==> config.mk <==
export PLATFORM = sky130hd
export DESIGN_NAME = mecanum_step_pulse_generator_unit_flat
export DESIGN_NICKNAME = d
export VERILOG_FILES = /design/src/msp_pkg.sv /design/src/msp_if.sv /design/src/msp_front.sv /design/src/msp_back.sv /design/src/mecanum_step_pulse_generator_unit.sv /design/src/flat_wrapper.sv
export SDC_FILE = /design/constraint.sdc
export NUM_CORES = 2
export LEC_CHECK = 0
export BUFFER_PORTS_ARGS = -buffer_cell sky130_fd_sc_hd__buf_2
export CAP_MARGIN = 20
export CORE_ASPECT_RATIO = 0.9
export CORE_MARGIN = 4
export CORE_UTILIZATION = 45
export CTS_CLUSTER_SIZE = 8
export DETAILED_ROUTE_END_ITERATION = 8
export RECOVER_POWER = 50
export REMOVE_ABC_BUFFERS = 1
export SYNTH_ARGS = -nofsm -noshare
export SYNTH_HDL_FRONTEND = slang
export SYNTH_SLANG_ARGS = --single-unit
==> constraint.sdc <==
create_clock -name clk -period 8.7 [get_ports clk]
set_input_delay 0.87 -clock clk [delete_from_list [all_inputs] [get_ports clk]]
set_output_delay 0.87 -clock clk [all_outputs]
set_load 0.01 [all_outputs]
==> src/msp_pkg.sv <==
// Shared types, constants and helper functions of the mecanum step pulse generator.
`default_nettype none
package msp_pkg;

    localparam int NUM_WHEELS = 4;
    localparam int ACC_W      = 19;
    localparam int PROD_W     = 27;
    localparam int SPEED_W    = 28;
    localparam int MAG_W      = 27;
    localparam int CFG_IDX_W  = 3;
    localparam int CFG_DATA_W = 16;

    // input mode codes
    localparam logic [1:0] MODE_TICK = 2'd0;
    localparam logic [1:0] MODE_CMD  = 2'd1;
    localparam logic [1:0] MODE_STOP = 2'd2;

    // register indexes
    localparam logic [CFG_IDX_W-1:0] CFG_FWD_WEIGHT  = 3'd0;
    localparam logic [CFG_IDX_W-1:0] CFG_LAT_WEIGHT  = 3'd1;
    localparam logic [CFG_IDX_W-1:0] CFG_SPIN_WEIGHT = 3'd2;
    localparam logic [CFG_IDX_W-1:0] CFG_LOOP_PERIOD = 3'd3;
    localparam logic [CFG_IDX_W-1:0] CFG_FULL_SCALE  = 3'd4;
    localparam logic [CFG_IDX_W-1:0] CFG_MICROSTEP   = 3'd5;

    // register reset values
    localparam logic [9:0]  RST_WEIGHT      = 10'd1;
    localparam logic [15:0] RST_LOOP_PERIOD = 16'd100;
    localparam logic [15:0] RST_FULL_SCALE  = 16'd1000;
    localparam logic [2:0]  RST_MICROSTEP   = 3'd0;

    // microstep resolution codes
    localparam logic [2:0] MS_HALF      = 3'd1;
    localparam logic [2:0] MS_QUARTER   = 3'd2;
    localparam logic [2:0] MS_EIGHTH    = 3'd3;
    localparam logic [2:0] MS_SIXTEENTH = 3'd4;

    typedef enum logic [1:0] {
        OP_TICK = 2'd0,
        OP_CMD  = 2'd1,
        OP_STOP = 2'd2,
        OP_NOP  = 2'd3
    } op_t;

    typedef struct packed {
        op_t                op;
        logic signed [15:0] straight;
        logic signed [15:0] side;
        logic signed [15:0] rotate;
    } q_item_t;

    typedef struct packed {
        logic [9:0]  fwd_weight;
        logic [9:0]  lat_weight;
        logic [9:0]  spin_weight;
        logic [15:0] loop_period;
        logic [15:0] full_scale;
        logic [2:0]  microstep_code;
    } cfg_t;

    // MS3..MS1 pin levels for a resolution code
    function automatic logic [2:0] ms_pins(input logic [2:0] code);
        logic [2:0] pins;
        case (code)
            MS_HALF:      pins = 3'b001;
            MS_QUARTER:   pins = 3'b010;
            MS_EIGHTH:    pins = 3'b011;
            MS_SIXTEENTH: pins = 3'b111;
            default:      pins = 3'b000;
        endcase
        return pins;
    endfunction

endpackage
`default_nettype wire

==> src/msp_if.sv <==
// Channel interfaces: command/tick input and pin-state result output.
`default_nettype none
interface msp_in_if;
    logic               valid;
    logic               ready;
    logic [1:0]         mode;
    logic signed [15:0] straight;
    logic signed [15:0] side;
    logic signed [15:0] rotate;

    modport source (output valid, output mode, output straight, output side, output rotate,
                    input ready);
    modport sink   (input valid, input mode, input straight, input side, input rotate,
                    output ready);
endinterface

interface msp_out_if;
    logic       valid;
    logic       ready;
    logic [3:0] step_pulses;
    logic [3:0] direction_bits;
    logic       driver_enable;
    logic [2:0] microstep_pins;

    modport source (output valid, output step_pulses, output direction_bits,
                    output driver_enable, output microstep_pins, input ready);
    modport sink   (input valid, input step_pulses, input direction_bits,
                    input driver_enable, input microstep_pins, output ready);
endinterface
`default_nettype wire

==> src/msp_front.sv <==
// Front end: accept input transactions, classify the mode, hold them in a two-entry queue.
`default_nettype none
module msp_front (
    input  wire logic          clk,
    input  wire logic          rst_n,
    msp_in_if.sink             in_ch,
    output msp_pkg::q_item_t   q_item,
    output logic               q_valid,
    input  wire logic          q_pop
);

    msp_pkg::q_item_t item_reg [2];
    logic             wr_ptr_reg, wr_ptr_next;
    logic             rd_ptr_reg, rd_ptr_next;
    logic [1:0]       count_reg, count_next;
    logic             push;
    logic             pop;
    msp_pkg::q_item_t new_item;

    always_comb
    begin
        case (in_ch.mode)
            msp_pkg::MODE_TICK: new_item.op = msp_pkg::OP_TICK;
            msp_pkg::MODE_CMD:  new_item.op = msp_pkg::OP_CMD;
            msp_pkg::MODE_STOP: new_item.op = msp_pkg::OP_STOP;
            default:            new_item.op = msp_pkg::OP_NOP;
        endcase
        new_item.straight = in_ch.straight;
        new_item.side     = in_ch.side;
        new_item.rotate   = in_ch.rotate;
    end

    assign in_ch.ready = (count_reg != 2'd2);
    assign q_valid     = (count_reg != 2'd0);
    assign q_item      = item_reg[rd_ptr_reg];
    assign push        = in_ch.valid && in_ch.ready;
    assign pop         = q_pop && q_valid;

    always_comb
    begin
        wr_ptr_next = push ? ~wr_ptr_reg : wr_ptr_reg;
        rd_ptr_next = pop ? ~rd_ptr_reg : rd_ptr_reg;
        count_next  = count_reg;
        if (push && !pop)
        begin
            count_next = count_reg + 2'd1;
        end
        else if (pop && !push)
        begin
            count_next = count_reg - 2'd1;
        end
    end

    always_ff @(posedge clk or negedge rst_n)
    begin
        if (!rst_n)
        begin
            wr_ptr_reg <= 1'b0;
            rd_ptr_reg <= 1'b0;
            count_reg  <= 2'd0;
        end
        else
        begin
            wr_ptr_reg <= wr_ptr_next;
            rd_ptr_reg <= rd_ptr_next;
            count_reg  <= count_next;
        end
    end

    always_ff @(posedge clk)
    begin
        if (push)
        begin
            item_reg[wr_ptr_reg] <= new_item;
        end
    end

endmodule
`default_nettype wire

==> src/msp_back.sv <==
// Back end: wheel mixing, rate division, accumulator stepping and the result register.
`default_nettype none
module msp_back (
    input  wire logic             clk,
    input  wire logic             rst_n,
    input  wire msp_pkg::cfg_t    cfg,
    input  wire msp_pkg::q_item_t q_item,
    input  wire logic             q_valid,
    output logic                  q_pop,
    msp_out_if.source             out_ch
);

    typedef enum logic [6:0] {
        ST_IDLE   = 7'b0000001,
        ST_MIX    = 7'b0000010,
        ST_SPEED  = 7'b0000100,
        ST_SCALE  = 7'b0001000,
        ST_DIV    = 7'b0010000,
        ST_UPDATE = 7'b0100000,
        ST_FIN    = 7'b1000000
    } state_t;

    localparam int NW    = msp_pkg::NUM_WHEELS;
    localparam int ACC_W = msp_pkg::ACC_W;

    state_t state_reg, state_next;

    // wheel state
    logic signed [ACC_W-1:0] acc_reg  [NW];
    logic signed [ACC_W-1:0] acc_next [NW];
    logic [15:0]             rate_reg  [NW];
    logic [15:0]             rate_next [NW];
    logic [NW-1:0]           dir_reg, dir_next;
    logic                    running_reg, running_next;

    // command datapath
    logic signed [15:0]                  cmd_straight_reg, cmd_straight_next;
    logic signed [15:0]                  cmd_side_reg, cmd_side_next;
    logic signed [15:0]                  cmd_rotate_reg, cmd_rotate_next;
    logic signed [msp_pkg::PROD_W-1:0]   s_reg, s_next;
    logic signed [msp_pkg::PROD_W-1:0]   d_reg, d_next;
    logic signed [msp_pkg::PROD_W-1:0]   r_reg, r_next;
    logic [1:0]                          wheel_reg, wheel_next;
    logic [msp_pkg::MAG_W-1:0]           mag_reg, mag_next;
    logic                                ndir_reg, ndir_next;
    logic                                sat_reg, sat_next;
    logic                                zero_reg, zero_next;
    logic [15:0]                         rem_reg, rem_next;
    logic [15:0]                         quo_reg, quo_next;
    logic [3:0]                          cnt_reg, cnt_next;

    // result register
    logic       out_valid_reg, out_valid_next;
    logic [3:0] out_steps_reg, out_steps_next;
    logic [3:0] out_dirs_reg, out_dirs_next;
    logic       out_en_reg, out_en_next;
    logic [2:0] out_ms_reg, out_ms_next;
    logic       out_free;

    // combinational helpers
    logic signed [msp_pkg::SPEED_W-1:0] sx, dx, rx, speed;
    logic [31:0]                        prod;
    logic [16:0]                        shifted;
    logic                               ge;
    logic [16:0]                        diff;
    logic [15:0]                        rate_new;
    logic [NW-1:0]                      tick_steps;
    logic signed [ACC_W-1:0]            tick_acc [NW];

    assign out_free = !out_valid_reg || out_ch.ready;

    assign out_ch.valid          = out_valid_reg;
    assign out_ch.step_pulses    = out_steps_reg;
    assign out_ch.direction_bits = out_dirs_reg;
    assign out_ch.driver_enable  = out_en_reg;
    assign out_ch.microstep_pins = out_ms_reg;

    // speed of the wheel under work: side adds on wheels 0 and 3, rotate on 2 and 3
    always_comb
    begin
        sx = {s_reg[msp_pkg::PROD_W-1], s_reg};
        dx = {d_reg[msp_pkg::PROD_W-1], d_reg};
        rx = {r_reg[msp_pkg::PROD_W-1], r_reg};
        speed = sx + (((wheel_reg == 2'd0) || (wheel_reg == 2'd3)) ? dx : -dx)
                   + (wheel_reg[1] ? rx : -rx);
    end

    assign prod    = {16'd0, mag_reg[15:0]} * {16'd0, cfg.loop_period};
    assign shifted = {rem_reg, quo_reg[15]};
    assign ge      = (shifted >= {1'b0, cfg.full_scale});
    assign diff    = shifted - {1'b0, cfg.full_scale};
    assign rate_new = zero_reg ? 16'd0 : (sat_reg ? cfg.loop_period : quo_reg);

    // tick update of every wheel
    always_comb
    begin
        for (int i = 0; i < NW; i++)
        begin
            tick_steps[i] = !acc_reg[i][ACC_W-1] && (acc_reg[i] != '0);
            tick_acc[i]   = acc_reg[i]
                          - (tick_steps[i] ? {2'b00, cfg.loop_period, 1'b0} : {ACC_W{1'b0}})
                          + {2'b00, rate_reg[i], 1'b0};
        end
    end

    always_comb
    begin
        state_next        = state_reg;
        acc_next          = acc_reg;
        rate_next         = rate_reg;
        dir_next          = dir_reg;
        running_next      = running_reg;
        cmd_straight_next = cmd_straight_reg;
        cmd_side_next     = cmd_side_reg;
        cmd_rotate_next   = cmd_rotate_reg;
        s_next            = s_reg;
        d_next            = d_reg;
        r_next            = r_reg;
        wheel_next        = wheel_reg;
        mag_next          = mag_reg;
        ndir_next         = ndir_reg;
        sat_next          = sat_reg;
        zero_next         = zero_reg;
        rem_next          = rem_reg;
        quo_next          = quo_reg;
        cnt_next          = cnt_reg;
        out_valid_next    = out_valid_reg && !out_ch.ready;
        out_steps_next    = out_steps_reg;
        out_dirs_next     = out_dirs_reg;
        out_en_next       = out_en_reg;
        out_ms_next       = out_ms_reg;
        q_pop             = 1'b0;

        case (state_reg)
            ST_IDLE:
            begin
                if (q_valid)
                begin
                    case (q_item.op)
                        msp_pkg::OP_CMD:
                        begin
                            q_pop             = 1'b1;
                            cmd_straight_next = q_item.straight;
                            cmd_side_next     = q_item.side;
                            cmd_rotate_next   = q_item.rotate;
                            wheel_next        = 2'd0;
                            state_next        = ST_MIX;
                        end
                        msp_pkg::OP_TICK:
                        begin
                            if (out_free)
                            begin
                                q_pop          = 1'b1;
                                out_valid_next = 1'b1;
                                out_dirs_next  = dir_reg;
                                out_en_next    = running_reg;
                                out_ms_next    = msp_pkg::ms_pins(cfg.microstep_code);
                                out_steps_next = running_reg ? tick_steps : 4'd0;
                                if (running_reg)
                                begin
                                    acc_next = tick_acc;
                                end
                            end
                        end
                        msp_pkg::OP_STOP:
                        begin
                            if (out_free)
                            begin
                                q_pop          = 1'b1;
                                for (int i = 0; i < NW; i++)
                                begin
                                    acc_next[i]  = '0;
                                    rate_next[i] = '0;
                                end
                                dir_next       = '0;
                                running_next   = 1'b0;
                                out_valid_next = 1'b1;
                                out_steps_next = 4'd0;
                                out_dirs_next  = '0;
                                out_en_next    = 1'b0;
                                out_ms_next    = msp_pkg::ms_pins(cfg.microstep_code);
                            end
                        end
                        default:
                        begin
                            if (out_free)
                            begin
                                q_pop          = 1'b1;
                                out_valid_next = 1'b1;
                                out_steps_next = 4'd0;
                                out_dirs_next  = dir_reg;
                                out_en_next    = running_reg;
                                out_ms_next    = msp_pkg::ms_pins(cfg.microstep_code);
                            end
                        end
                    endcase
                end
            end

            ST_MIX:
            begin
                s_next = {{17{1'b0}}, cfg.fwd_weight}
                       * {{11{cmd_straight_reg[15]}}, cmd_straight_reg};
                d_next = {{17{1'b0}}, cfg.lat_weight}
                       * {{11{cmd_side_reg[15]}}, cmd_side_reg};
                r_next = {{17{1'b0}}, cfg.spin_weight}
                       * {{11{cmd_rotate_reg[15]}}, cmd_rotate_reg};
                state_next = ST_SPEED;
            end

            ST_SPEED:
            begin
                ndir_next = speed[msp_pkg::SPEED_W-1] || (speed == '0);
                mag_next  = speed[msp_pkg::SPEED_W-1] ? msp_pkg::MAG_W'(-speed)
                                                      : msp_pkg::MAG_W'(speed);
                state_next = ST_SCALE;
            end

            ST_SCALE:
            begin
                // a nonzero magnitude at or above full scale saturates at loop_period
                sat_next  = (cfg.full_scale == 16'd0) || (mag_reg >= {11'd0, cfg.full_scale});
                zero_next = (mag_reg == '0);
                rem_next  = prod[31:16];
                quo_next  = prod[15:0];
                cnt_next  = 4'd0;
                if ((cfg.full_scale == 16'd0) || (mag_reg >= {11'd0, cfg.full_scale})
                    || (mag_reg == '0))
                begin
                    state_next = ST_UPDATE;
                end
                else
                begin
                    state_next = ST_DIV;
                end
            end

            ST_DIV:
            begin
                rem_next = ge ? diff[15:0] : shifted[15:0];
                quo_next = {quo_reg[14:0], ge};
                cnt_next = cnt_reg + 4'd1;
                if (cnt_reg == 4'd15)
                begin
                    state_next = ST_UPDATE;
                end
            end

            ST_UPDATE:
            begin
                rate_next[wheel_reg] = rate_new;
                if (ndir_reg != dir_reg[wheel_reg])
                begin
                    dir_next[wheel_reg] = ndir_reg;
                    acc_next[wheel_reg] = {2'b00, rate_new, 1'b0} - {3'b000, cfg.loop_period};
                end
                if (wheel_reg == 2'd3)
                begin
                    state_next = ST_FIN;
                end
                else
                begin
                    wheel_next = wheel_reg + 2'd1;
                    state_next = ST_SPEED;
                end
            end

            ST_FIN:
            begin
                if (out_free)
                begin
                    running_next   = 1'b1;
                    out_valid_next = 1'b1;
                    out_steps_next = 4'd0;
                    out_dirs_next  = dir_reg;
                    out_en_next    = 1'b1;
                    out_ms_next    = msp_pkg::ms_pins(cfg.microstep_code);
                    state_next     = ST_IDLE;
                end
            end

            default:
            begin
                state_next = ST_IDLE;
            end
        endcase
    end

    always_ff @(posedge clk or negedge rst_n)
    begin
        if (!rst_n)
        begin
            state_reg     <= ST_IDLE;
            for (int i = 0; i < NW; i++)
            begin
                acc_reg[i]  <= '0;
                rate_reg[i] <= '0;
            end
            dir_reg       <= '0;
            running_reg   <= 1'b0;
            wheel_reg     <= 2'd0;
            cnt_reg       <= 4'd0;
            out_valid_reg <= 1'b0;
        end
        else
        begin
            state_reg     <= state_next;
            acc_reg       <= acc_next;
            rate_reg      <= rate_next;
            dir_reg       <= dir_next;
            running_reg   <= running_next;
            wheel_reg     <= wheel_next;
            cnt_reg       <= cnt_next;
            out_valid_reg <= out_valid_next;
        end
    end

    always_ff @(posedge clk)
    begin
        cmd_straight_reg <= cmd_straight_next;
        cmd_side_reg     <= cmd_side_next;
        cmd_rotate_reg   <= cmd_rotate_next;
        s_reg            <= s_next;
        d_reg            <= d_next;
        r_reg            <= r_next;
        mag_reg          <= mag_next;
        ndir_reg         <= ndir_next;
        sat_reg          <= sat_next;
        zero_reg         <= zero_next;
        rem_reg          <= rem_next;
        quo_reg          <= quo_next;
        out_steps_reg    <= out_steps_next;
        out_dirs_reg     <= out_dirs_next;
        out_en_reg       <= out_en_next;
        out_ms_reg       <= out_ms_next;
    end

endmodule
`default_nettype wire

==> src/mecanum_step_pulse_generator_unit.sv <==
// Top level of the four-wheel mecanum step pulse generator.
`default_nettype none
// Four-wheel mecanum stepper driver. Each input transaction carries a mode: a tick
// advances the per-wheel step accumulators and reports which wheels step; a motion
// command mixes straight, side and rotate into four wheel speeds, sets direction pins
// and step rates; a stop clears all wheel state and drops driver_enable. Every input
// transaction yields exactly one output transaction with the step pulses, direction
// pins, enable and microstep pins. A front end classifies inputs into a two-entry
// queue, so the upstream side keeps moving while the back end works or the output
// stalls, until the queue is full. Ticks, stops and ignored modes are handled in the
// idle state, so they sustain one transaction per cycle once the queue is primed and
// while the output is not stalled. A motion command pops the item, forms the three
// coefficient multiplies, then per wheel computes the speed and the magnitude times
// loop_period product, runs the shared radix-2 rate divider (skipped when the rate
// saturates or is zero) and writes the wheel, and finally posts the result. Write
// configuration only while no transaction is in flight; writes to indexes beyond
// microstep_code are dropped.
module mecanum_step_pulse_generator_unit (
    input  wire logic                            clk,
    input  wire logic                            rst_n,
    msp_in_if.sink                               in_ch,
    msp_out_if.source                            out_ch,
    input  wire logic                            cfg_we,
    input  wire logic [msp_pkg::CFG_IDX_W-1:0]   cfg_index,
    input  wire logic [msp_pkg::CFG_DATA_W-1:0]  cfg_data
);

    msp_pkg::cfg_t    cfg_reg, cfg_next;
    msp_pkg::q_item_t q_item;
    logic             q_valid;
    logic             q_pop;

    // register file: hold values until written
    always_comb
    begin
        cfg_next = cfg_reg;
        if (cfg_we)
        begin
            case (cfg_index)
                msp_pkg::CFG_FWD_WEIGHT:  cfg_next.fwd_weight     = cfg_data[9:0];
                msp_pkg::CFG_LAT_WEIGHT:  cfg_next.lat_weight     = cfg_data[9:0];
                msp_pkg::CFG_SPIN_WEIGHT: cfg_next.spin_weight    = cfg_data[9:0];
                msp_pkg::CFG_LOOP_PERIOD: cfg_next.loop_period    = cfg_data;
                msp_pkg::CFG_FULL_SCALE:  cfg_next.full_scale     = cfg_data;
                msp_pkg::CFG_MICROSTEP:   cfg_next.microstep_code = cfg_data[2:0];
                default:                  cfg_next = cfg_reg;
            endcase
        end
    end

    always_ff @(posedge clk or negedge rst_n)
    begin
        if (!rst_n)
        begin
            cfg_reg.fwd_weight     <= msp_pkg::RST_WEIGHT;
            cfg_reg.lat_weight     <= msp_pkg::RST_WEIGHT;
            cfg_reg.spin_weight    <= msp_pkg::RST_WEIGHT;
            cfg_reg.loop_period    <= msp_pkg::RST_LOOP_PERIOD;
            cfg_reg.full_scale     <= msp_pkg::RST_FULL_SCALE;
            cfg_reg.microstep_code <= msp_pkg::RST_MICROSTEP;
        end
        else
        begin
            cfg_reg <= cfg_next;
        end
    end

    // front end: accept and classify, queue toward the back end
    msp_front u_front (
        .clk     (clk),
        .rst_n   (rst_n),
        .in_ch   (in_ch),
        .q_item  (q_item),
        .q_valid (q_valid),
        .q_pop   (q_pop)
    );

    // back end: mixing, rate division, stepping, result register
    msp_back u_back (
        .clk     (clk),
        .rst_n   (rst_n),
        .cfg     (cfg_reg),
        .q_item  (q_item),
        .q_valid (q_valid),
        .q_pop   (q_pop),
        .out_ch  (out_ch)
    );

endmodule
`default_nettype wire
==> src/flat_wrapper.sv <==
// flat-port wrapper written by rule: the top's interface ports become plain ports
module mecanum_step_pulse_generator_unit_flat 
  (clk, rst_n, cfg_we, cfg_index, cfg_data, in_ch_valid, in_ch_mode, in_ch_straight, in_ch_side, in_ch_rotate, in_ch_ready, out_ch_valid, out_ch_step_pulses, out_ch_direction_bits, out_ch_driver_enable, out_ch_microstep_pins, out_ch_ready);
  msp_in_if in_ch_i ();
  msp_out_if out_ch_i ();
  input  wire logic clk;
  input  wire logic rst_n;
  input  wire logic cfg_we;
  input  wire logic [msp_pkg::CFG_IDX_W-1:0] cfg_index;
  input  wire logic [msp_pkg::CFG_DATA_W-1:0] cfg_data;
  input wire logic [$bits(in_ch_i.valid)-1:0] in_ch_valid;
  input wire logic [$bits(in_ch_i.mode)-1:0] in_ch_mode;
  input wire logic [$bits(in_ch_i.straight)-1:0] in_ch_straight;
  input wire logic [$bits(in_ch_i.side)-1:0] in_ch_side;
  input wire logic [$bits(in_ch_i.rotate)-1:0] in_ch_rotate;
  output wire logic [$bits(in_ch_i.ready)-1:0] in_ch_ready;
  output wire logic [$bits(out_ch_i.valid)-1:0] out_ch_valid;
  output wire logic [$bits(out_ch_i.step_pulses)-1:0] out_ch_step_pulses;
  output wire logic [$bits(out_ch_i.direction_bits)-1:0] out_ch_direction_bits;
  output wire logic [$bits(out_ch_i.driver_enable)-1:0] out_ch_driver_enable;
  output wire logic [$bits(out_ch_i.microstep_pins)-1:0] out_ch_microstep_pins;
  input wire logic [$bits(out_ch_i.ready)-1:0] out_ch_ready;
  assign in_ch_i.valid = in_ch_valid;
  assign in_ch_i.mode = in_ch_mode;
  assign in_ch_i.straight = in_ch_straight;
  assign in_ch_i.side = in_ch_side;
  assign in_ch_i.rotate = in_ch_rotate;
  assign in_ch_ready = in_ch_i.ready;
  assign out_ch_valid = out_ch_i.valid;
  assign out_ch_step_pulses = out_ch_i.step_pulses;
  assign out_ch_direction_bits = out_ch_i.direction_bits;
  assign out_ch_driver_enable = out_ch_i.driver_enable;
  assign out_ch_microstep_pins = out_ch_i.microstep_pins;
  assign out_ch_i.ready = out_ch_ready;
  mecanum_step_pulse_generator_unit u_core (.clk(clk), .rst_n(rst_n), .in_ch(in_ch_i), .out_ch(out_ch_i), .cfg_we(cfg_we), .cfg_index(cfg_index), .cfg_data(cfg_data));
endmodule
Word-level counts from Yosys, hierarchy flattened:

Memory sizes are Yosys's and may differ from the RTL's.
Cells that the tools add are included.

* eq/ne operators: 37
* muxes and demuxes: 88
* bitwise gates (word level): 3
* multipliers: 4
* order comparisons: 6
* reductions and logical operators: 57
* add/sub/neg operators: 19

Operators by type and width (number)
* $mux 76: 5
* $pmux 76 s2: 2
* $mux 64: 3
* $pmux 64 s2: 1
* $mul 11x16->27: 3
* $add 19x17->19: 4
* $bwmux 76: 1
* $reduce_bool 19->1: 4
* $sub 19x17->19: 4
* $mux 17: 4
* $bwmux 64: 1
* $mux 16: 4
* $pmux 16 s2: 2
* $mux 28: 2
* $neg 27->28: 2
* $pmux 7 s7: 1
* $pmux 4 s2: 6
* $mux 4: 10
* $demux 19 s2: 1
* $mux 7: 5
* $demux 16 s2: 1
* $mul 16x16->32: 1
* $add 27x28->28: 1
* $add 28x28->28: 1
* other kinds (60): 145

* input bits: 74
* bits in registers: 431
* memories: 1
* word-level logic and storage cells: 254
* memory bits (writable): 100

Memories
* u_core.u_front.item_reg: words 2, width 50, rd ports 1, clocked after Yosys merged registers in 0, wr ports 1, RTL line msp_front.sv:12 `msp_pkg::q_item_t item_reg [2];`

Depth between registers and ports, before layout:

* depth in word-level cells: 10
* depth in mapped cells: 24
* gate-level depth less buffers: 23

Cells and area by module:

A second synthesis with hierarchy kept.

* cell total of the unflattened synthesis: 5958
* area, all modules: 58014.4 um^2

Modules (own cells, without submodules)
* msp_back: cells each 5640, area an instance 51413.1 um^2, sequential area each 10075.9 um^2, instances 1
* msp_front: cells each 176, area an instance 4062.6 um^2, sequential area each 3103.0 um^2, instances 1
* mecanum_step_pulse_generator_unit: cells each 142, area an instance 2538.7 um^2, sequential area each 1641.6 um^2, instances 1

Worst setup path before layout:

OpenSTA, ideal clock, no wires.

* kind: flip-flop to flip-flop
* start: register u_core.cfg_reg[21] in the netlist's numbering
* end: register u_core.u_back.rem_reg[15] (data pin)
* setup slack: 2496 ps
* setup time: 270 ps
* cell stages (with the launch flop): 23
* arrival time: 5933 ps
* path through: dfstp_2 > clkbuf_1 > nand2_1 > fa_1 > fa_1 > fa_1 > fa_1 > inv_1 > fa_1 > inv_1 > fa_1 > inv_1 > ha_1 > and3_1 > a31oi_1 > o21ai_0 > a21oi_1 > o211ai_1 > a31oi_1 > nor4_1 > a211oi_1 > xnor2_1 > a21oi_1

* longest elaborated chain between the ends: 2

Ends and longest elaborated chain
* start: declaration: RTL line mecanum_step_pulse_generator_unit.sv:28 `msp_pkg::cfg_t cfg_reg, cfg_next;`
* start signal: assignment: RTL line mecanum_step_pulse_generator_unit.sv:64 `cfg_reg <= cfg_next;`
* $mul 16x16->32: RTL line msp_back.sv:88 `assign prod = {16'd0, mag_reg[15:0]} * {16'd0, cfg.loop_period};`
* $pmux 16 s2: RTL line msp_back.sv:134 `case (state_reg)`
* via u_core.u_back.rem_next[15]: RTL line msp_back.sv:48 `logic [15:0] rem_reg, rem_next;`
* end signal: assignment: RTL line msp_back.sv:330 `rem_reg <= rem_next;`
* end: declaration: RTL line msp_back.sv:48

The timed path passes the listed nets, and every way through them passes these cells.
A chain may end at the register's enable or synchronous reset.

Worst setup path in the final report:

* start: register u_core.u_back.mag_reg[10] in the netlist's numbering
* end: register u_core.u_back.rem_reg[15] (data pin)

* longest elaborated chain between the ends: 2

Ends and longest elaborated chain
* start: declaration: RTL line msp_back.sv:44 `logic [msp_pkg::MAG_W-1:0] mag_reg, mag_next;`
* start signal: assignment: RTL line msp_back.sv:326 `mag_reg <= mag_next;`
* $mul 16x16->32: RTL line msp_back.sv:88
* $pmux 16 s2: RTL line msp_back.sv:134
* via u_core.u_back.rem_next[15]: RTL line msp_back.sv:48

The timed path passes the listed nets, and every way through them passes these cells.

==> run metrics <==
status=complete, but fails checks; failing checks=max-capacitance violations, max-slew violations; Detail Placement HPWL=approximately 110 mm; count of final max-slew check failures=~380; synth warn=0; Root Driver=clkbuf_16; Final Skew=between 30 and 40 ps; Reg area=around 15000 µm²; ANT nets after route=0; fmax=144 MHz; DRT iter0 DRCs=2455; Syn Area/Cell=between 9 and 10 µm²; placed cells=roughly 7500; R2R Path End=u_core.u_back.rem_reg[15]; CTS sink count=approximately 530; share of Yosys cell area claimed by the top area cell type=between 20% and 30%; Routed wire per std cell=a little under 20 µm; Largest register FFs=100; GRT Total Usage=23.0%; Critical Path End=u_core.u_back.rem_reg[15]; Post-Synthesis Cells=approximately 5900; Area Overhead vs Synth=7.54%; via count=40500; vias in the first global route=around 42000; crit path time final=6940 ps; die width=384 µm; Rel. slew slack=-201%; reg-to-reg slack, setup=about 1800 ps; layout cell share with drive strength beyond 1=around 5.8%; Initial Util=~46%; Worst Path Required=~9000 ps; Die Y=~350 µm; Core ar.=about 130000 µm²; Final TNS setup=0 ps; DRT Wirelength=about 150 mm; Crit path top cell by count=fa_1; DR DRC count=0; GP Congestion=0.881; CTS resizes=0; postcts setup bufs=0; Final Instance Count excl. Fillers=around 7600; final instance area=61600 µm²; Distinct cells, synth=86; worst flop-to-flop path startpoint=u_core.u_back.mag_reg[10]; Worst setup EP type=flip-flop; max-cap violation count=7; nets=just over 7000; TritonCTS clock tree=done; share of synthesized registers carrying an async set or reset=a little over two fifths; crit path DAT=7350 ps; I/O Buffers=87; number of cells on the worst reg-to-reg path=21; Setup CP Type=reg -> reg; crit path max fanout=18; Cell Area, Synth=roughly 57000 µm²; # hold bufs at CTS=0; die area=roughly 130000 µm²; antenna violations before repair=7; Critical path origin=u_core.u_back.mag_reg[10]; depth of the CTS H-tree=3; worst hold slack=371 ps; Crit path largest cell delay=910 ps; leading post-synthesis cells by cell area=fa_1 (25%), edfxtp_1 (16%), ha_1 (9.5%); worst slew pin tran=between 4000 and 5000 ps; Pre-Repair DR Iteration Count=5; grt total ovfl=0; CP max stage cell=edfxtp_1; placed inst area=about 60000 µm²; RSZ-0062 raised after global routing=false; top_reg_cell synth=edfxtp_1; Post-synth EDFFs=approximately 300; area of the multi-input gates=around 37000 µm²; Tcrit/Tclk final=between 70 and 80%; Final Hold Vio Count=0; Clock Path Buffers=3; HP Class=in -> reg; Core Rows=123; via density per instance=~5.3; post-synth top area cell=fa_1; CTS Buf Count=80; Seq/Total Area, Yosys=between 20% and 30%; Worst Setup Start Kind=flip-flop; clk slew on worst S/H paths=60 ps; first-pass GRT wire length=about 240 mm; I/O pin total=88; FF+latch count, synth=~530; Clk Latency, worst-skew pair=just under 700 ps; critical path, cell by cell=nand2_1 > fa_1 > fa_1 > fa_1 > fa_1 > inv_1 > fa_1 > inv_1 > fa_1 > inv_1 > ha_1 > and3_1 > a31oi_1 > o21ai_0 > a21oi_1 > o211ai_1 > a31oi_1 > nor4_1 > a211oi_1 > xnor2_1 > a21oi_1; Fillers=approximately 12000; largest net degree at the start of global routing=160; Final setup viols=0
[logic make-up after synthesis]
family	Yosys count	synth area share, %
simple gates	1574	13.9
buf+inv	1352	8.88
fa+ha+maj	1160	34.9
compound gates	858	9.33
flops	531	25.9
xor+xnor	304	4.67
mux	129	2.51
[layout make-up]
type	count	share of cell area, %
multi-input cells	4025	60.8
flip-flops and latches	531	24.1
inverters	1117	6.81
clock buffers	129	3.65
well taps	1687	3.43
repair buffers	117	0.975
clock inverters	13	0.282
diodes	3	0.0122
[worst min-delay path by stage]
stage                               from                             end  slack (ps)  cells past startpoint
3_3_place_gp   u_core.u_back.acc_reg[61]       u_core.u_back.acc_reg[61]         470                      2
5_1_grt                in_ch_straight[7]  u_core.u_front.item_reg[0][39]         330                      1
4_1_cts                            rst_n              u_core.cfg_reg[31]         150                      1
3_5_place_dp   u_core.u_back.acc_reg[61]       u_core.u_back.acc_reg[61]         470                      2
6_report                   in_ch_side[4]  u_core.u_front.item_reg[0][20]         370                      1
2_1_floorplan  u_core.u_back.acc_reg[61]       u_core.u_back.acc_reg[61]         450                      2
[cell usage in the layout (no fill, tap or decap), types with 82 or more instances in the layout]
cell type	n
xnor2_1	207
fa_1	727
nand3_1	112
edfxtp_1	303
xor2_1	95
clkbuf_16	82
and2_1	452
dfrtp_1	214
ha_1	433
a21oi_1	256
clkbuf_1	91
o21ai_0	237
nor2_1	164
mux2_2	106
nand2_1	545
inv_1	1117
[metal layers]
layer / global-route usage (%) / up-vias / wire length [µm]
met3: 4.15 / 257 / 9370
li1: - / 18900 / -
met5: 0 / - / 40
met1: 31.3 / 20300 / 65200
met4: 7.78 / 6 / 5710
met2: 37.1 / 1008 / 69100
[synthesized netlist by cell type, types with 15 or more instances]
cell type / count
o21bai_1: 28
nand4_1: 15
a221oi_1: 35
a21oi_1: 256
nand3_1: 112
inv_1: 1117
nand2b_1: 26
nor2b_1: 35
or3_1: 22
nor4_1: 45
o21a_1: 24
a31oi_1: 27
xor2_1: 95
o22ai_1: 16
o31ai_1: 26
mux2_2: 107
o21ai_0: 240
fa_1: 727
and2_1: 459
ha_1: 433
a211oi_1: 19
nand2_1: 546
xnor2_1: 207
clkbuf_1: 210
a21o_1: 71
mux2i_1: 21
dfrtp_1: 215
nor3_1: 56
and3_1: 25
edfxtp_1: 303
nor2_1: 167
buf_1: 22
or2_2: 27
o211ai_1: 20
[worst max-delay path: cells and delay by family, from the launching register on]
| kind | cells | cell delay (ps) |
|---|---|---|
| DFF | 1 | 910 |
| and+or+nand+nor | 3 | 490 |
| buffers and inverters | 3 | 140 |
| AOI/OAI and AO/OA | 7 | 1520 |
| xor gates and xnor gates | 1 | 160 |
| adders and majority gates | 7 | 3430 |
[metrics by stage]
| stage | setup WS [ps] | utilization (%) |
|---|---|---|
| 6_report | 1760 | 49.0 |
| 5_1_grt | 1410 | 49.0 |
| 4_1_cts | 1780 | 49.1 |
| 3_5_place_dp | 1820 | 47.1 |
| 3_3_place_gp | 1970 | 47.1 |
| 2_1_floorplan | 2590 | - |
Power is left out: the tool's default activity adds up to more than one toggle a clock period on the data nets, which glitch-free logic cannot reach.
